<file path="src/lrukv_pkg.sv">
// Shared types and constants for the LRU key/value cache.
package lrukv_pkg;

  localparam int DEF_MAX_ENTRIES = 16;
  localparam int CAP_W = 5;
  localparam int KEY_W = 32;
  localparam int VAL_W = 32;

  localparam logic [CAP_W-1:0] CAP_RESET = CAP_W'(16);
  localparam logic [VAL_W-1:0] MISS_VALUE = '1;

  typedef enum logic {
    KIND_GET = 1'b0,
    KIND_PUT = 1'b1
  } kind_t;

  typedef struct packed {
    logic              fire;
    kind_t             kind;
    logic [KEY_W-1:0]  key;
    logic [VAL_W-1:0]  value;
  } cmd_t;

  typedef struct packed {
    logic              hit;
    logic [VAL_W-1:0]  value;
  } lookup_t;

endpackage

</file>
<file path="src/lrukv_store.sv">
// Entry store: parallel key match, recency ranks, replacement and update.
module lrukv_store #(
  parameter int MAX_ENTRIES = lrukv_pkg::DEF_MAX_ENTRIES
) (
  input  logic                          clk,
  input  logic                          rst,
  input  logic [lrukv_pkg::CAP_W-1:0]   capacity,
  input  lrukv_pkg::cmd_t               cmd,
  output lrukv_pkg::lookup_t            lookup
);

  localparam int RW = (MAX_ENTRIES > 1) ? $clog2(MAX_ENTRIES) : 1;
  localparam int OW = $clog2(MAX_ENTRIES + 1);
  localparam int CW = (OW > lrukv_pkg::CAP_W) ? OW : lrukv_pkg::CAP_W;

  logic [lrukv_pkg::KEY_W-1:0] keys   [MAX_ENTRIES];
  logic [lrukv_pkg::VAL_W-1:0] values [MAX_ENTRIES];
  logic [RW-1:0]               rank   [MAX_ENTRIES];
  logic [MAX_ENTRIES-1:0]      valid;
  logic [OW-1:0]               occupancy;

  logic [MAX_ENTRIES-1:0]      hit_oh;
  logic [MAX_ENTRIES-1:0]      lru_oh;
  logic [MAX_ENTRIES-1:0]      free_oh;
  logic [MAX_ENTRIES-1:0]      slot_oh;
  logic [RW-1:0]               last_rank;
  logic [RW-1:0]               hit_rank;
  logic [lrukv_pkg::VAL_W-1:0] hit_value;
  logic [CW-1:0]               eff_cap;
  logic                        hit;
  logic                        full;
  logic                        touch;
  logic                        put_miss;

  always_comb begin
    last_rank = RW'(occupancy - OW'(1));
    hit_rank  = '0;
    hit_value = '0;
    for (int i = 0; i < MAX_ENTRIES; i++) begin
      hit_oh[i] = valid[i] && (keys[i] == cmd.key);
      lru_oh[i] = valid[i] && (rank[i] == last_rank);
      hit_rank  = hit_rank | (rank[i] & {RW{hit_oh[i]}});
      hit_value = hit_value | (values[i] & {lrukv_pkg::VAL_W{hit_oh[i]}});
    end
    free_oh = ~valid & (valid + MAX_ENTRIES'(1));
    hit     = |hit_oh;

    if (capacity == '0) begin
      eff_cap = CW'(1);
    end else if (CW'(capacity) > CW'(MAX_ENTRIES)) begin
      eff_cap = CW'(MAX_ENTRIES);
    end else begin
      eff_cap = CW'(capacity);
    end
    full     = CW'(occupancy) >= eff_cap;
    slot_oh  = full ? lru_oh : free_oh;
    touch    = cmd.fire && hit;
    put_miss = cmd.fire && (cmd.kind == lrukv_pkg::KIND_PUT) && !hit;

    lookup.hit   = hit;
    lookup.value = hit ? hit_value : lrukv_pkg::MISS_VALUE;
  end

  always_ff @(posedge clk) begin
    if (rst) begin
      valid     <= '0;
      occupancy <= '0;
      for (int i = 0; i < MAX_ENTRIES; i++) begin
        rank[i] <= '0;
      end
    end else if (touch) begin
      for (int i = 0; i < MAX_ENTRIES; i++) begin
        if (hit_oh[i]) begin
          rank[i] <= '0;
        end else if (valid[i] && (rank[i] < hit_rank)) begin
          rank[i] <= rank[i] + RW'(1);
        end
      end
    end else if (put_miss) begin
      valid <= valid | slot_oh;
      if (!full) begin
        occupancy <= occupancy + OW'(1);
      end
      for (int i = 0; i < MAX_ENTRIES; i++) begin
        if (slot_oh[i]) begin
          rank[i] <= '0;
        end else if (valid[i]) begin
          rank[i] <= rank[i] + RW'(1);
        end
      end
    end
  end

  always_ff @(posedge clk) begin
    for (int i = 0; i < MAX_ENTRIES; i++) begin
      if (cmd.fire && (cmd.kind == lrukv_pkg::KIND_PUT)) begin
        if (hit ? hit_oh[i] : slot_oh[i]) begin
          values[i] <= cmd.value;
        end
        if (!hit && slot_oh[i]) begin
          keys[i] <= cmd.key;
        end
      end
    end
  end

endmodule

</file>
<file path="src/lru_key_value_cache.sv">
// Top level of the LRU key/value cache: stream handshakes, request and result registers.
//
//  channel   dir  signals                         beat carries
//  s_*       in   s_tvalid s_tready s_tdata s_tuser  get or put request
//  m_*       out  m_tvalid m_tready m_tdata m_tuser  get result (none for put)
//  cfg_*     in   cfg_valid cfg_ready cfg_data       capacity register
//
// One request per cycle while no get stalls: a beat waits in the request register
// while the store matches all entries in parallel and updates ranks, then a get
// result lands in the output register and m_tvalid rises.
// Reset empties both registers, clears all valid marks and sets capacity to 16.
// A get stalls in the request register while an untaken result holds m_tdata.
module lru_key_value_cache #(
  parameter int MAX_ENTRIES = lrukv_pkg::DEF_MAX_ENTRIES
) (
  input  logic                                      clk,
  input  logic                                      rst,
  input  logic                                      s_tvalid,
  output logic                                      s_tready,
  input  logic [lrukv_pkg::KEY_W+lrukv_pkg::VAL_W-1:0] s_tdata,  // key, value
  input  logic [0:0]                                s_tuser,  // kind
  output logic                                      m_tvalid,
  input  logic                                      m_tready,
  output logic [lrukv_pkg::VAL_W-1:0]               m_tdata,  // value_out
  output logic [0:0]                                m_tuser,  // hit
  input  logic                                      cfg_valid,
  output logic                                      cfg_ready,
  input  logic [lrukv_pkg::CAP_W-1:0]               cfg_data
);

  logic                         in_valid;
  lrukv_pkg::kind_t             in_kind;
  logic [lrukv_pkg::KEY_W-1:0]  in_key;
  logic [lrukv_pkg::VAL_W-1:0]  in_value;
  logic                         out_valid;
  logic                         out_hit;
  logic [lrukv_pkg::VAL_W-1:0]  out_value;
  logic [lrukv_pkg::CAP_W-1:0]  capacity;
  logic                         advance;
  lrukv_pkg::cmd_t              cmd;
  lrukv_pkg::lookup_t           lookup;

  assign advance = in_valid &&
                   ((in_kind == lrukv_pkg::KIND_PUT) || !out_valid || m_tready);
  assign s_tready  = !in_valid || advance;
  assign cfg_ready = 1'b1;
  assign m_tvalid  = out_valid;
  assign m_tdata   = out_value;
  assign m_tuser   = out_hit;

  assign cmd.fire  = advance;
  assign cmd.kind  = in_kind;
  assign cmd.key   = in_key;
  assign cmd.value = in_value;

  lrukv_store #(
    .MAX_ENTRIES(MAX_ENTRIES)
  ) u_store (
    .clk      (clk),
    .rst      (rst),
    .capacity (capacity),
    .cmd      (cmd),
    .lookup   (lookup)
  );

  always_ff @(posedge clk) begin
    if (rst) begin
      capacity <= lrukv_pkg::CAP_RESET;
    end else if (cfg_valid && cfg_ready) begin
      capacity <= cfg_data;
    end
  end

  always_ff @(posedge clk) begin
    if (rst) begin
      in_valid <= 1'b0;
    end else if (s_tready) begin
      in_valid <= s_tvalid;
    end
  end

  always_ff @(posedge clk) begin
    if (s_tvalid && s_tready) begin
      in_kind  <= lrukv_pkg::kind_t'(s_tuser[0]);
      in_key   <= s_tdata[lrukv_pkg::KEY_W-1:0];
      in_value <= s_tdata[lrukv_pkg::KEY_W+lrukv_pkg::VAL_W-1:lrukv_pkg::KEY_W];
    end
  end

  always_ff @(posedge clk) begin
    if (rst) begin
      out_valid <= 1'b0;
    end else if (advance && (in_kind == lrukv_pkg::KIND_GET)) begin
      out_valid <= 1'b1;
    end else if (m_tready) begin
      out_valid <= 1'b0;
    end
  end

  always_ff @(posedge clk) begin
    if (advance && (in_kind == lrukv_pkg::KIND_GET)) begin
      out_hit   <= lookup.hit;
      out_value <= lookup.value;
    end
  end

endmodule

</file>
<file path="config.mk">
export PLATFORM = sky130hd
export DESIGN_NAME = lru_key_value_cache
export DESIGN_NICKNAME = d
export VERILOG_FILES = /design/src/lrukv_pkg.sv /design/src/lrukv_store.sv /design/src/lru_key_value_cache.sv
export SDC_FILE = /design/constraint.sdc
export NUM_CORES = 2
export LEC_CHECK = 0
export ABC_CLOCK_PERIOD_IN_PS = 18200
export BUFFER_PORTS_ARGS = -buffer_cell sky130_fd_sc_hd__clkbuf_2
export CORE_MARGIN = 2
export CORE_UTILIZATION = 60
export CTS_CLUSTER_SIZE = 25
export DETAILED_ROUTE_END_ITERATION = 10
export PLACE_DENSITY = 0.75
export SYNTH_ARGS = -nofsm -noshare
export SYNTH_HDL_FRONTEND = slang
export SYNTH_SLANG_ARGS = --single-unit
</file>
<file path="constraint.sdc">
create_clock -name clk -period 18.2 [get_ports clk]
set_input_delay 1.82 -clock clk [delete_from_list [all_inputs] [get_ports clk]]
set_output_delay 1.82 -clock clk [all_outputs]
set_load 0.1 [all_outputs]
</file>
==> impl_metrics.tcl <==
set metrics [dict create \
    antenna_found_initial 1 \
    switchingPower_w 0.00122 \
    syn_to_final_growth_pct 11.2 \
    layout_common_cells "1186 x edfxtp_1, 327 x xor2_1, 223 x xnor2_1" \
    ys.flop_type "edfxtp_1" \
    syn_inst 3130 \
    drt_wl_total_um 131000 \
    io_buffer_count 109 \
    criticalPathCategory "flip-flop to flip-flop" \
    ioPinCount 111 \
    ctsResizeCount 0 \
    placement.setup.worst_slack_ps 11370 \
    post-cts-setup-buffers 0 \
    grt_pass1_vias 29900 \
    rows 106 \
    post_synth_num_cell_types 76 \
    met2_usage 0.470 \
    layout.nets 3393 \
    leakage_nw 18.2 \
    hpwl_um 70800 \
    wl_per_cell_um 29.4 \
    power.total_w 0.00576 \
    initial_utilization 0.605 \
    worst_pin_slew_ps 1250 \
    drv_cap 0 \
    ys_seq_elements 1214 \
    setup_tns_ps 0 \
    ys_warn_count 0 \
    vias 29800 \
    grt_use_total 0.304 \
    cts_buffers 116 \
    seq_power_share 0.542 \
    crit_path_start_kind "flip-flop" \
    setup_ws_ps 11290 \
    viasPerCell 6.68 \
    grt_max_degree 45 \
    synthArstFlopShare 0 \
    setup_violations 0 \
    clock_skew_ps 58.8 \
    busiest_layer "met2" \
    gp_congestion 0.952 \
    max_freq_mhz 145 \
    drive_gt1_frac 0.153 \
    met3_usage 0.0655 \
    dr.pass1.iters 8 \
    die_h_um 294 \
    grt_pass1_wl_um 192000 \
    hold_violations 0 \
    critPathArrivalTime_ps 7240 \
    report.final.slew_viol_count 0 \
    syn-num-nets 3244 \
    power_density_mw_per_mm2 103 \
    synth_edf_count 1186 \
    crit_fanout 38 \
    hold_buffers 0 \
    use_met1 0.427 \
    intPower_w 0.00454 \
    irDropWorstVdd_v 0.0000970 \
    end_kind "flip-flop" \
    rsz0062_at_grt "false" \
    final_common_cell "edfxtp_1" \
    design.core.area_mm2 0.0834 \
    period_needed_ps 6910 \
    ctsLongestPathBuffers 3 \
    dieArea_mm2 0.0864 \
    synthesis.area_mm2 0.0504 \
    switching_share 0.212 \
    combPwrFrac 0.034 \
    clock-sinks 1214 \
    overflow 0 \
    crit_required_ps 18530 \
    syn_avg_cell_area_um2 16.1 \
    drtIter0Drc 3809 \
    clkLatencyLatePin_ps 740 \
    cts_tree "built" \
    maxSlewHeadroom 0.165 \
    fin_crit_sh 0.380 \
    holdCritPathClass "flip-flop to flip-flop" \
    yosysSeqAreaShare 0.717 \
    outcome "finished, final reports clean" \
    pwr-share-clk 0.424 \
    die_w_um 294 \
    clk_pin_slew_ps 60 \
    cts_root_buffer "clkbuf_16" \
    ant_nets 0 \
    drc 0 \
    htreeDepth 3 \
]
## state kept, by name, summed over array words and instances (netlist names), 5 cells and up
register / flops
in_key: 32
capacity: 5
u_store.rank: 64
m_tdata: 32
u_store.occupancy: 5
in_value: 32
u_store.valid: 16
u_store.values: 512
u_store.keys: 512
## cells in the mapped netlist, types with 10 or more instances
| cell | n | area [µm²] |
|---|---|---|
| edfxtp_1 | 1186 | 35600 |
| xor2_1 | 328 | 2870 |
| xnor2_1 | 224 | 1960 |
| a221oi_1 | 108 | 946 |
| a22o_1 | 104 | 911 |
| nor2_1 | 99 | 372 |
| nand4_1 | 90 | 563 |
| a22oi_1 | 83 | 623 |
| inv_1 | 78 | 293 |
| nor4_1 | 71 | 444 |
| clkbuf_1 | 69 | 259 |
| nand3_1 | 69 | 345 |
| nand2_1 | 59 | 221 |
| ha_1 | 39 | 488 |
| and3_1 | 34 | 213 |
| nor2_2 | 32 | 200 |
| a21oi_1 | 31 | 155 |
| buf_6 | 31 | 349 |
| dfxtp_1 | 28 | 561 |
| nor3_1 | 28 | 140 |
| buf_2 | 25 | 125 |
| maj3_2 | 24 | 270 |
| buf_4 | 23 | 173 |
| o41ai_1 | 17 | 149 |
| a21o_1 | 14 | 105 |
| and2_1 | 14 | 87.6 |
| nand2b_1 | 13 | 81.3 |
| nor4_4 | 13 | 277 |
| o21ai_1 | 13 | 65.1 |
| nor2b_1 | 12 | 75.1 |
| buf_1 | 11 | 41.3 |
| nor3_2 | 10 | 100 |
## power groups by stage
stage                     clock [W]  sequential [W]  combinational (W)
after global routing        0.00256         0.00312           0.000209
after CTS                   0.00246         0.00312           0.000194
after detailed placement          0         0.00318           0.000193
final                       0.00244         0.00312           0.000195
after floorplan                   0         0.00318           0.000121
after global placement            0         0.00317           0.000187
## stage by stage
| step | hold WS (ps) | instance area, µm² | instances | utilization |
|---|---|---|---|---|
| after CTS | 533 | 56100 | 4456 | 0.672 |
| after global routing | 572 | 56100 | 4456 | 0.672 |
| after floorplan | 461 | 50400 | 3130 | - |
| after global placement | 481 | 52200 | 4241 | 0.626 |
| final | 528 | 56100 | 4457 | 0.672 |
| after detailed placement | 517 | 52200 | 4241 | 0.626 |
## area by class of cell
class                           count  area [µm²]
Tap cell                         1080        1350
Sequential cell                  1214       36200
Antenna cell                        1        2.50
Clock inverter                     76         853
Multi-Input combinational cell   1673       13200
Timing Repair Buffer              190        1150
Inverter                           84         317
Clock buffer                      139        3020
Fill cell                        5401       27400
## logic make-up (layout without fill, tap and decap cells)
family / after synthesis / count (layout) / synth area share
AOI/OAI and AO/OA: 458 / 458 / 0.0743
xor gates and xnor gates: 552 / 552 / 0.0959
adders and majority gates: 69 / 69 / 0.0162
buffers and inverters: 243 / 489 / 0.0251
DFF: 1214 / 1214 / 0.717
muxes: 5 / 5 / 0.000992
other: 1 / 2 / 0.0000744
and+or+nand+nor: 588 / 588 / 0.0702
## per-layer routing
layer | wire length (µm) | vias up | part of all wire
li1 | - | 12500 | -
met1 | 50400 | 15000 | 0.39
met2 | 60200 | 2008 | 0.46
met3 | 15300 | 358 | 0.12
met4 | 4850 | 0 | 0.037
met5 | 0 | - | 0
## critical path: stages, from the launching register on
cell       delay (ps)
edfxtp_1          320
buf_4             420
inv_1             220
o2111ai_1         290
nor4_1            100
and4_2            240
buf_4             330
nor4_1            320
and4_1            450
clkinv_2          790
nor2_1            950
nand2_1           240
a21oi_4           890
a21o_2            890
## worst paths after layout
| kind | from | endpoint | cells past startpoint | slack [ps] |
|---|---|---|---|---|
| max | in_key[9]$_DFFE_PP_ | u_store.values[0][61]$_DFFE_PP_ | 13 | 11290 |
| min | u_store.occupancy[4]$_SDFFE_PP0P_ | u_store.occupancy[4]$_SDFFE_PP0P_ | 2 | 530 |
| max reg2reg | in_key[9]$_DFFE_PP_ | u_store.values[0][61]$_DFFE_PP_ | 13 | 11290 |
| min reg2reg | u_store.occupancy[4]$_SDFFE_PP0P_ | u_store.occupancy[4]$_SDFFE_PP0P_ | 2 | 530 |
Note: power is estimated with default switching activity, not from simulation.
